**config.mk**
```make
export PLATFORM = sky130hd
export DESIGN_NAME = sha256_stream_hasher_core
export DESIGN_NICKNAME = d
export VERILOG_FILES = /design/src/rtl/sha256_pkg.sv /design/src/rtl/sha256_stream_hasher_core.sv /design/src/rtl/sha256_ram.sv
export VERILOG_INCLUDE_DIRS = /design/src /design/src/rtl
export SDC_FILE = /design/constraint.sdc
export NUM_CORES = 2
export LEC_CHECK = 0
export BUFFER_PORTS_ARGS = -buffer_cell sky130_fd_sc_hd__buf_2
export CORE_MARGIN = 4
export CORE_UTILIZATION = 35
export CTS_CLUSTER_SIZE = 28
export DETAILED_ROUTE_END_ITERATION = 8
export SLEW_MARGIN = 20
export SYNTH_ARGS = -nofsm -noshare
export SYNTH_HDL_FRONTEND = slang
export SYNTH_SLANG_ARGS = --single-unit
export TNS_END_PERCENT = 100
```
**constraint.sdc**
```tcl
create_clock -name aclk -period 13 [get_ports aclk]
set_input_delay 2.6 -clock aclk [delete_from_list [all_inputs] [get_ports aclk]]
set_output_delay 2.6 -clock aclk [all_outputs]
set_load 0.1 [all_outputs]
```
**src/rtl/sha256_stream_hasher_core_defines.svh**
```systemverilog
// Assertion macros for the SHA-256 stream hasher.
// Included by the top level only; no other dependencies.
`ifndef SHA256_STREAM_HASHER_CORE_DEFINES_SVH
`define SHA256_STREAM_HASHER_CORE_DEFINES_SVH
`ifndef SYNTHESIS
`define SHA_ASSERT_IMPL(label, clk, rstn, ante, cons) \
    label: assert property (@(posedge clk) disable iff (!rstn) (ante) |-> (cons)) \
        else $error("assertion failed");
`define SHA_ASSERT_NEXT(label, clk, rstn, ante, cons) \
    label: assert property (@(posedge clk) disable iff (!rstn) (ante) |=> (cons)) \
        else $error("assertion failed");
`else
`define SHA_ASSERT_IMPL(label, clk, rstn, ante, cons)
`define SHA_ASSERT_NEXT(label, clk, rstn, ante, cons)
`endif
`endif

```
**src/rtl/sha256_pkg.sv**
```systemverilog
// Package for the SHA-256 stream hasher: state encoding, round constants and
// the round helper functions. No dependencies.
package sha256_pkg;

    typedef enum logic [3:0] {
        ST_IDLE,
        ST_PAD,
        ST_SCHED_RD,
        ST_SCHED_W,
        ST_ROUND_RD,
        ST_ROUND,
        ST_ADD,
        ST_OUT
    } state_t;

    localparam logic [31:0] ROUND_K [64] = '{
        32'h428a2f98, 32'h71374491, 32'hb5c0fbcf, 32'he9b5dba5,
        32'h3956c25b, 32'h59f111f1, 32'h923f82a4, 32'hab1c5ed5,
        32'hd807aa98, 32'h12835b01, 32'h243185be, 32'h550c7dc3,
        32'h72be5d74, 32'h80deb1fe, 32'h9bdc06a7, 32'hc19bf174,
        32'he49b69c1, 32'hefbe4786, 32'h0fc19dc6, 32'h240ca1cc,
        32'h2de92c6f, 32'h4a7484aa, 32'h5cb0a9dc, 32'h76f988da,
        32'h983e5152, 32'ha831c66d, 32'hb00327c8, 32'hbf597fc7,
        32'hc6e00bf3, 32'hd5a79147, 32'h06ca6351, 32'h14292967,
        32'h27b70a85, 32'h2e1b2138, 32'h4d2c6dfc, 32'h53380d13,
        32'h650a7354, 32'h766a0abb, 32'h81c2c92e, 32'h92722c85,
        32'ha2bfe8a1, 32'ha81a664b, 32'hc24b8b70, 32'hc76c51a3,
        32'hd192e819, 32'hd6990624, 32'hf40e3585, 32'h106aa070,
        32'h19a4c116, 32'h1e376c08, 32'h2748774c, 32'h34b0bcb5,
        32'h391c0cb3, 32'h4ed8aa4a, 32'h5b9cca4f, 32'h682e6ff3,
        32'h748f82ee, 32'h78a5636f, 32'h84c87814, 32'h8cc70208,
        32'h90befffa, 32'ha4506ceb, 32'hbef9a3f7, 32'hc67178f2
    };

    localparam logic [31:0] INIT_H [8] = '{
        32'h6a09e667, 32'hbb67ae85, 32'h3c6ef372, 32'ha54ff53a,
        32'h510e527f, 32'h9b05688c, 32'h1f83d9ab, 32'h5be0cd19
    };

    localparam logic [7:0] PAD_BYTE = 8'h80;
    localparam logic [5:0] LEN_POS  = 6'd56;

    function automatic logic [31:0] rotr(input logic [31:0] x, input int n);
        rotr = (x >> n) | (x << (32 - n));
    endfunction

    function automatic logic [31:0] sig0(input logic [31:0] x);
        sig0 = rotr(x, 7) ^ rotr(x, 18) ^ (x >> 3);
    endfunction

    function automatic logic [31:0] sig1(input logic [31:0] x);
        sig1 = rotr(x, 17) ^ rotr(x, 19) ^ (x >> 10);
    endfunction

    function automatic logic [31:0] bsig0(input logic [31:0] x);
        bsig0 = rotr(x, 2) ^ rotr(x, 13) ^ rotr(x, 22);
    endfunction

    function automatic logic [31:0] bsig1(input logic [31:0] x);
        bsig1 = rotr(x, 6) ^ rotr(x, 11) ^ rotr(x, 25);
    endfunction

endpackage

```
**src/rtl/sha256_stream_hasher_core.sv**
```systemverilog
// SHA-256 stream hasher: one message byte per transaction, digest out as eight words.
// A byte that does not complete a block leaves the core idle and ready for the next byte.
// A completing byte stalls the input through the schedule pass (words 16..63), the 64 rounds
// and the add. The closing item adds the padding bytes and one or two such block passes, then
// eight digest transactions. aresetn (synchronous, active low) clears counters; the initial
// hash then loads word by word, with s_tready held low until it is done.
`include "sha256_stream_hasher_core_defines.svh"
module sha256_stream_hasher_core
    import sha256_pkg::*;
(
    input  logic        aclk,
    input  logic        aresetn,
    input  logic        s_tvalid,
    output logic        s_tready,
    input  logic [7:0]  s_tdata,   // [7:0] data_byte
    input  logic        s_tuser,   // byte_present
    input  logic        s_tlast,   // end_of_message
    output logic        m_tvalid,
    input  logic        m_tready,
    output logic [39:0] m_tdata,   // [31:0] digest_word, [34:32] word_index, rest zero
    output logic        m_tlast    // last_word
);
    state_t state_reg, state_next;

    logic [31:0] hash_reg [8];
    logic [31:0] wv_reg [8];
    logic [5:0]  fill_reg;
    logic [63:0] len_reg, len_latch_reg;
    logic [6:0]  cnt_reg;
    logic        pad_reg;
    logic [1:0]  pad_phase_reg;
    logic [31:0] acc_reg;
    logic [31:0] w2_reg, w7_reg, w15_reg;
    logic [1:0]  rd_ph_reg;
    logic [3:0]  hinit_reg;

    // Schedule memory: 64 words, entries 0..15 are the block buffer.
    logic        sch_we;
    logic [5:0]  sch_wa, sch_ra;
    logic [31:0] sch_wd, sch_rd;

    sha256_ram #(.WIDTH(32), .DEPTH(64)) u_sched (
        .aclk (aclk), .we(sch_we), .waddr(sch_wa), .wdata(sch_wd),
        .raddr(sch_ra), .rdata(sch_rd)
    );

    logic       take;
    logic [7:0] put_b;
    logic       put_en;
    logic [31:0] put_word;
    logic [7:0] len_byte;
    logic [31:0] t1, t2, sch_new;

    assign take = s_tvalid && s_tready;

    always_comb begin
        len_byte = len_latch_reg[63 - 8 * (fill_reg[2:0]) -: 8];
        if (pad_phase_reg == 2'd0) begin
            put_b = PAD_BYTE;
        end else if (pad_phase_reg == 2'd1) begin
            put_b = 8'h00;
        end else begin
            put_b = len_byte;
        end
        if (state_reg == ST_IDLE) begin
            put_b = s_tdata;
        end
    end

    assign put_en = (state_reg == ST_IDLE && take && s_tuser) || (state_reg == ST_PAD);
    // Bytes are accumulated in acc_reg; the partly filled word is written on every byte.
    assign put_word = (fill_reg[1:0] == 2'd0) ? {put_b, 24'h0}
                    : (acc_reg | ({24'h0, put_b} << (24 - 8 * fill_reg[1:0])));

    assign t1 = wv_reg[7] + bsig1(wv_reg[4])
              + ((wv_reg[4] & wv_reg[5]) ^ (~wv_reg[4] & wv_reg[6]))
              + ROUND_K[cnt_reg[5:0]] + sch_rd;
    assign t2 = bsig0(wv_reg[0])
              + ((wv_reg[0] & wv_reg[1]) ^ (wv_reg[0] & wv_reg[2])
                 ^ (wv_reg[1] & wv_reg[2]));
    assign sch_new = sig1(w2_reg) + w7_reg + sig0(w15_reg) + sch_rd;

    always_comb begin
        sch_we = 1'b0;
        sch_wa = fill_reg[5:2];
        sch_wd = put_word;
        sch_ra = cnt_reg[5:0];
        if (put_en) begin
            sch_we = 1'b1;
        end
        if (state_reg == ST_SCHED_RD) begin
            case (rd_ph_reg)
                2'd0:    sch_ra = cnt_reg[5:0] - 6'd2;
                2'd1:    sch_ra = cnt_reg[5:0] - 6'd7;
                2'd2:    sch_ra = cnt_reg[5:0] - 6'd15;
                default: sch_ra = cnt_reg[5:0] - 6'd16;
            endcase
        end
        if (state_reg == ST_SCHED_W) begin
            sch_we = 1'b1;
            sch_wa = cnt_reg[5:0];
            sch_wd = sch_new;
        end
    end

    // Next-state logic.
    logic block_full;
    assign block_full = put_en && (fill_reg == 6'd63);

    always_comb begin
        state_next = state_reg;
        case (state_reg)
            ST_IDLE: begin
                if (hinit_reg != 4'd0) begin
                    state_next = ST_IDLE;
                end else if (block_full) begin
                    state_next = ST_SCHED_RD;
                end else if (take && s_tlast) begin
                    state_next = ST_PAD;
                end
            end
            ST_PAD: begin
                if (block_full) begin
                    state_next = ST_SCHED_RD;
                end
            end
            ST_SCHED_RD: begin
                if (cnt_reg == 7'd64) begin
                    state_next = ST_ROUND_RD;
                end else if (rd_ph_reg == 2'd3) begin
                    state_next = ST_SCHED_W;
                end
            end
            ST_SCHED_W:  state_next = ST_SCHED_RD;
            ST_ROUND_RD: state_next = ST_ROUND;
            ST_ROUND: begin
                state_next = (cnt_reg == 7'd63) ? ST_ADD : ST_ROUND_RD;
            end
            ST_ADD: begin
                if (pad_reg && pad_phase_reg == 2'd3) begin
                    state_next = ST_OUT;
                end else if (pad_reg) begin
                    state_next = ST_PAD;
                end else begin
                    state_next = ST_IDLE;
                end
            end
            ST_OUT: begin
                if (m_tready && cnt_reg == 7'd7) begin
                    state_next = ST_IDLE;
                end
            end
            default: state_next = ST_IDLE;
        endcase
    end

    // Output logic.
    always_comb begin
        s_tready = (state_reg == ST_IDLE) && (hinit_reg == 4'd0);
        m_tvalid = (state_reg == ST_OUT);
        m_tdata  = {5'd0, cnt_reg[2:0], hash_reg[cnt_reg[2:0]]};
        m_tlast  = (cnt_reg == 7'd7);
    end

    always_ff @(posedge aclk) begin
        if (!aresetn) begin
            state_reg     <= ST_IDLE;
            fill_reg      <= '0;
            len_reg       <= '0;
            cnt_reg       <= '0;
            pad_reg       <= 1'b0;
            pad_phase_reg <= 2'd0;
            rd_ph_reg     <= 2'd0;
            hinit_reg     <= 4'd8;
        end else begin
            state_reg <= state_next;
            if (hinit_reg != 4'd0) begin
                hash_reg[hinit_reg[2:0] - 3'd1] <= INIT_H[hinit_reg[2:0] - 3'd1];
                hinit_reg <= hinit_reg - 4'd1;
            end
            if (put_en) begin
                acc_reg  <= put_word;
                fill_reg <= fill_reg + 6'd1;
            end
            if (state_reg == ST_IDLE && take) begin
                if (s_tuser) begin
                    len_reg <= len_reg + 64'd8;
                end
                if (s_tlast) begin
                    pad_reg       <= 1'b1;
                    pad_phase_reg <= 2'd0;
                    len_latch_reg <= len_reg + (s_tuser ? 64'd8 : 64'd0);
                end
            end
            if (state_reg == ST_PAD) begin
                // Phases: marker byte, zeros, then eight length bytes, then done.
                if (pad_phase_reg == 2'd0) begin
                    pad_phase_reg <= (fill_reg + 6'd1 == LEN_POS) ? 2'd2 : 2'd1;
                end else if (pad_phase_reg == 2'd1) begin
                    if (fill_reg + 6'd1 == LEN_POS) begin
                        pad_phase_reg <= 2'd2;
                    end
                end else if (fill_reg == 6'd63) begin
                    pad_phase_reg <= 2'd3;
                end
            end
            if (block_full) begin
                cnt_reg   <= 7'd16;
                rd_ph_reg <= 2'd0;
                for (int i = 0; i < 8; i++) begin
                    wv_reg[i] <= hash_reg[i];
                end
            end
            if (state_reg == ST_SCHED_RD && cnt_reg != 7'd64) begin
                rd_ph_reg <= rd_ph_reg + 2'd1;
                case (rd_ph_reg)
                    2'd1:    w2_reg  <= sch_rd;
                    2'd2:    w7_reg  <= sch_rd;
                    2'd3:    w15_reg <= sch_rd;
                    default: ;
                endcase
            end
            if (state_reg == ST_SCHED_RD && cnt_reg == 7'd64) begin
                cnt_reg <= '0;
            end
            if (state_reg == ST_SCHED_W) begin
                cnt_reg   <= cnt_reg + 7'd1;
                rd_ph_reg <= 2'd0;
            end
            if (state_reg == ST_ROUND) begin
                wv_reg[7] <= wv_reg[6];
                wv_reg[6] <= wv_reg[5];
                wv_reg[5] <= wv_reg[4];
                wv_reg[4] <= wv_reg[3] + t1;
                wv_reg[3] <= wv_reg[2];
                wv_reg[2] <= wv_reg[1];
                wv_reg[1] <= wv_reg[0];
                wv_reg[0] <= t1 + t2;
                cnt_reg   <= cnt_reg + 7'd1;
            end
            if (state_reg == ST_ADD) begin
                for (int i = 0; i < 8; i++) begin
                    hash_reg[i] <= hash_reg[i] + wv_reg[i];
                end
                cnt_reg <= '0;
            end
            if (state_reg == ST_OUT && m_tready) begin
                if (cnt_reg == 7'd7) begin
                    cnt_reg   <= '0;
                    len_reg   <= '0;
                    fill_reg  <= '0;
                    pad_reg   <= 1'b0;
                    hinit_reg <= 4'd8;
                end else begin
                    cnt_reg <= cnt_reg + 7'd1;
                end
            end
        end
    end

    // The rounds only begin once the whole schedule has been written.
    `SHA_ASSERT_IMPL(a_round_cnt, aclk, aresetn, state_reg == ST_ROUND, cnt_reg < 7'd64)
    `SHA_ASSERT_IMPL(a_no_in_busy, aclk, aresetn, state_reg != ST_IDLE, !s_tready)
    `SHA_ASSERT_NEXT(a_out_hold, aclk, aresetn, m_tvalid && !m_tready, m_tvalid)
endmodule

```
**src/rtl/sha256_ram.sv**
```systemverilog
// Generic single-port-write, single-port-read RAM with registered read data.
// No dependencies.
module sha256_ram #(
    parameter int WIDTH = 32,
    parameter int DEPTH = 16
) (
    input  logic                     aclk,
    input  logic                     we,
    input  logic [$clog2(DEPTH)-1:0] waddr,
    input  logic [WIDTH-1:0]         wdata,
    input  logic [$clog2(DEPTH)-1:0] raddr,
    output logic [WIDTH-1:0]         rdata
);
    logic [WIDTH-1:0] mem [DEPTH];

    always_ff @(posedge aclk) begin
        if (we) begin
            mem[waddr] <= wdata;
        end
        rdata <= mem[raddr];
    end
endmodule
```
== Word level (Yosys, flattened, before mapping) ==
Memories as Yosys holds them, arrays and structs flattened. A register that Yosys moved wholly into a read port is not among the register bits.
Index checks and enable logic that the tools add are counted.

* Shifts and indexed selects: 2
* Multiply operators: 0
* Magnitude comparators: 2
* Add/subtract/negate cells: 31
* Bitwise logic cells: 39
* Eq/ne operators: 22
* Div/mod/pow operators: 0
* Reductions and logical operators: 27
* Multiplexer cells: 81

{| class="wikitable"
|+ Operators with widths
! operator !! number
|-
| 32-bit adder || 18
|-
| 32-bit 2-to-1 mux || 14
|-
| 32-bit bitwise XOR || 9
|-
| 64-bit 2-to-1 mux || 4
|-
| 32-bit bitwise AND || 5
|-
| 71-bit by 33-bit variable part select with 8-bit output || 1
|-
| 64-bit by 4-bit adder with 64-bit output || 1
|-
| 64-bit by 4-bit adder with 64-bit output (second input constant) || 1
|-
| 7-bit 2-to-1 mux || 7
|-
| 4-bit 2-to-1 mux || 11
|-
| 32-bit inverter || 1
|-
| 10-bit by 32-bit bitwise OR with 32-bit output || 1
|-
| 13-bit by 32-bit bitwise OR with 32-bit output || 1
|-
| 14-bit by 32-bit bitwise OR with 32-bit output || 1
|-
| 15-bit by 32-bit bitwise OR with 32-bit output || 1
|-
| 19-bit by 32-bit bitwise OR with 32-bit output || 1
|-
| 21-bit by 32-bit bitwise OR with 32-bit output || 1
|-
| 25-bit by 32-bit bitwise OR with 32-bit output || 1
|-
| 26-bit by 32-bit bitwise OR with 32-bit output || 1
|-
| 30-bit by 32-bit bitwise OR with 32-bit output || 1
|-
| 32-bit bitwise OR || 1
|-
| 7-bit by 32-bit bitwise OR with 32-bit output || 1
|-
| 4-bit case mux with 8 select lines || 1
|-
| 8-bit by 32-bit left shift with 32-bit output || 1
|-
| 50 further kinds || 119
|}

* Memory bits (read-only): 2304
* Bits of input ports: 14
* Bits in writable memories: 2560
* Word-level logic and storage cells: 222
* Bits in latches: 0
* Output and inout bits: 43
* Memories kept: 5
* Register bits: 282

{| class="wikitable"
|+ Memory list
! name !! words !! bits a word !! read ports !! clocked after Yosys merged registers in !! write ports !! line !! RTL
|-
| (no name shown) || 64 || 32 || 1 || 0 || 0 || sha256_stream_hasher_core.sv:77 || <nowiki>+ ROUND_K[cnt_reg[5:0]] + sch_rd;</nowiki>
|-
| u_sched.mem || 64 || 32 || 1 || 1 || 1 || sha256_ram.sv:14 || <nowiki>logic [WIDTH-1:0] mem [DEPTH];</nowiki>
|-
| (no name shown) || 8 || 32 || 1 || 0 || 0 || sha256_stream_hasher_core.sv:178 || <nowiki>hash_reg[hinit_reg[2:0] - 3'd1] <= INIT_H[hinit_reg[2:0] - 3'd1];</nowiki>
|-
| hash_reg || 8 || 32 || 9 || 1 || 9 || sha256_stream_hasher_core.sv:25 || <nowiki>logic [31:0] hash_reg [8];</nowiki>
|-
| wv_reg || 8 || 32 || 8 || 0 || 8 || sha256_stream_hasher_core.sv:26 || <nowiki>logic [31:0] wv_reg [8];</nowiki>
|}

== Depth between registers and ports, before layout ==
* Word-level depth: 15
* Gate-level depth with buffers: 44
* Gate-level depth less buffers: 41

== Modules after synthesis ==
From an unflattened synthesis, not the netlist that was laid out.

* Cell total of the unflattened synthesis: 10226
* Area, all modules: 141814.8 um^2

{| class="wikitable"
|+ Modules (own cells, without submodules)
! module !! instances !! cells an instance !! area an instance (um^2) !! seq. area each (um^2)
|-
| sha256_ram || 1 || 3528 || 78967.0 || 62139.6
|-
| sha256_stream_hasher_core || 1 || 6698 || 62847.8 || 22831.9
|}

== Worst setup path before layout ==
Ideal clock, no wire load.

* Kind: input to register
* Start point: input s_tuser
* End point: memory wv_reg[0][0], enable pin
* Slack: 3501 ps
* Required time: 12359 ps
* Setup time: 641 ps
* Arrival: 8858 ps
* Cell stages on the path: 3
* Path buffers: 0
* Cell sequence: nand3_1 a21oi_1 o21a_1

{| class="wikitable"
|+ RTL lines
! item !! line !! RTL
|-
| start, declared || sha256_stream_hasher_core.sv:16 || <nowiki>input logic s_tuser,</nowiki>
|-
| end, declared || sha256_stream_hasher_core.sv:26 ||
|}

==> flow_summary.ini <==
[synth]
synth_common_cells = edfxtp_1 (2749), nand2_1 (2456), nand3_1 (615)
synth_cell_types = 92
yosysWarnings = 0
syn_area_per_cell_um2 = 11.68
syn_area_um2 = 144000
synth_top_family_by_area = simple AND/OR/NAND/NOR gates
synth_area_leaders = edfxtp_1 (57%), nand2_1 (6.4%), ha_1 (3.6%), fa_1 (2.7%), xnor2_1 (2.5%)
post-synth-top-count-cell = edfxtp_1
ys.flop_type = edfxtp_1
synth_xor_xnor_area_share = 0.04195
seq_area_frac_synth = 0.5902
synth_compound_area_frac = 0.1090
synthAdderAreaFrac = 0.06364
synth_top_area_cell = edfxtp_1
syn_inst = 12325
synth-edff-count = 2749
synthMuxAreaShare = 0.03644
yosys_register_bits = 2870
async_reset_ff_frac = 0
synth_simple_gate_area_share = 0.1297
netlist.area_leader.share = 0.5734

[floorplan]
rows = 235
coreArea_um2 = 409600
dieArea_um2 = 421600
fp.dieW_um = 649.3
io_pins = 57
initial_utilization = 0.3515
die_h_um = 649.3

[setup_path]
cp_max_fo = 23
rr_startpoint = cnt_reg[1]$_SDFFE_PN0N_
cp-start-kind = flip-flop
critPathKind = reg -> reg
rr_endpoint = wv_reg[0][31]$_DFFE_PP_
cp.depth = 41
r2r_setup_slack_ns = 2.06
reg2reg_depth = 41
worstPathRequired_ns = 13.65
cp_top_family = compound AO/OA/AOI/OAI gates
end_kind = flip-flop
critPathSlowestCell = ha_1
crit_arrival_ns = 11.59
cpPeakStageDelay_ns = 0.74
cp_num_buf_inv = 7

[timing]
slew_headroom = 0.08052
rsz0062_at_grt = false
fmax_mhz = 91.41
slew_violations = 0
hold_viol = 0
setup_viol = 0
period_needed_ns = 10.94
hold_ws_ns = 0.4857
tightest_slew_ns = 1.365
setup_tns_ns = 0
min_period_over_period = 0.8416
worst_clock_skew_ns = 0.09499

[global_route]
overflow = 0
grtUsageTotal = 0.2129
grt_max_degree = 168
grt_pass1_wl_um = 672300
antenna_found_initial = 25
grt_pass1_vias = 95629

[routing]
dr.pass1.iters = 7
wl_per_cell_um = 26.05
drt-total-wl_um = 467200
via_per_inst = 5.616
drc = 0
drt_iter0_drc = 11008
drtAntennaViolNets = 0
vias = 100712

[clock_tree]
clock-sinks = 2870
htreeDepth = 5
cts_made_buffers = 315
cts_resized = 0
cts_buffer_depth = 4
postCtsHoldBufs = 0
cts_tree = yes
post_cts_buffers = 0
clock_latency_ns = 0.96
clk_transition_reported_paths_ns = 0.06
cts-root-buf = clkbuf_16

[final_layout]
utilization = 0.3948
areaGrowthSynthToFinish_pct = 12.32
final_nets = 12852
largest_reg_flops = 2048
finish.instance_area_um2 = 161700
final.fill_count = 38761
drive_gt1_frac = 0.09983

[placement]
gp_congestion = 0.9417
place_area_um2 = 151500
hpwl_um = 295500
port_buffers = 51

[pwr]
powerDensity_nw_per_um2 = 227.7
leakagePower_uw = 0.05791
vdd_drop_max_mv = 0.2327
total_power_uw = 36830

[min_path]
hold_path_depth = 1
holdCritStartpoint = hinit_reg[3]$_SDFF_PN1_
hold_end = hinit_reg[3]$_SDFF_PN1_
hold_class = reg -> reg

[outcome]
status = complete, no violations

[run]
max_cap_viol_count = 0
-- per-layer routing --
metal,global-route usage,share of wire,routed length [um],vias up
met3,0.03168,0.073,34210,745
met5,0,0.000058,27,-
met1,0.2921,0.42,198000,50912
met2,0.3424,0.46,217000,3889
li1,-,-,-,45162
met4,0.07678,0.038,17890,4
-- through the flow --
stage / setup WS (ns) / std cells
4_1_cts: 2.102 / 17922
3_5_place_dp: 2.129 / 17360
3_3_place_gp: 2.101 / 17360
2_1_floorplan: 3.501 / 12329
6_report: 2.060 / 17934
5_1_grt: 1.453 / 17923
-- area by class of cell --
type                            count  area [um2]  share of cell area
Tap cell                         5451        6820             0.04218
Sequential cell                  2870       84990              0.5256
Antenna cell                       12       30.03           0.0001857
Clock buffer                      415        8422             0.05208
Timing Repair Buffer              312        2477             0.01532
Multi-Input combinational cell   8372       55930              0.3459
Inverter                          355        1333            0.008241
Clock inverter                    147        1692             0.01046
-- placed cells by master, fill, tap and decap left out, types with 348 or more instances in the layout --
cell type	synthesis	final
edfxtp_1	2749	2749
o21ai_0	582	554
xnor2_1	404	404
a21oi_1	523	518
ha_1	417	417
inv_1	349	348
nand2_1	2456	2450
a311oi_1	395	395
nand3_1	615	615
nor2_1	453	390
-- report_power, final --
part / internal, uW / switching [uW] / total, uW / leakage (uW)
combinational: 5130 / 10700 / 15800 / 0.0268
clock: 5080 / 3820 / 8900 / 0.00489
sequential: 11600 / 478 / 12100 / 0.0262
-- kinds of logic after synthesis --
logic type               Yosys count
flip-flops                      2870
adder cells (fa/ha/maj)          616
AO/OA/AOI/OAI                   2397
XOR/XNOR                         688
AND/OR/NAND/NOR                 4273
buffers and inverters           1087
multiplexers                     393
other                              1
-- how the worst max path moves through the flow --
stage                         endpoint  slack, ns                    start
2_1_floorplan   wv_reg[0][0]$_DFFE_PP_       3.50                  s_tuser
3_3_place_gp   wv_reg[0][31]$_DFFE_PP_       2.10  cnt_reg[1]$_SDFFE_PN0N_
3_5_place_dp   wv_reg[0][31]$_DFFE_PP_       2.13  cnt_reg[1]$_SDFFE_PN0N_
4_1_cts        wv_reg[0][31]$_DFFE_PP_       2.10  cnt_reg[1]$_SDFFE_PN0N_
5_1_grt        wv_reg[0][31]$_DFFE_PP_       1.45  cnt_reg[1]$_SDFFE_PN0N_
6_report       wv_reg[0][31]$_DFFE_PP_       2.06  cnt_reg[1]$_SDFFE_PN0N_
-- worst reg2reg max path: cells and delay by family (launching register included) --
kind / cells / cell delay (ns)
compound gates: 17 / 4.02
fa+ha+maj: 8 / 3.26
flops: 1 / 0.31
xor+xnor: 3 / 0.61
simple gates: 6 / 1.40
buf+inv: 7 / 1.13
Note: power is estimated with default switching activity, not from simulation.
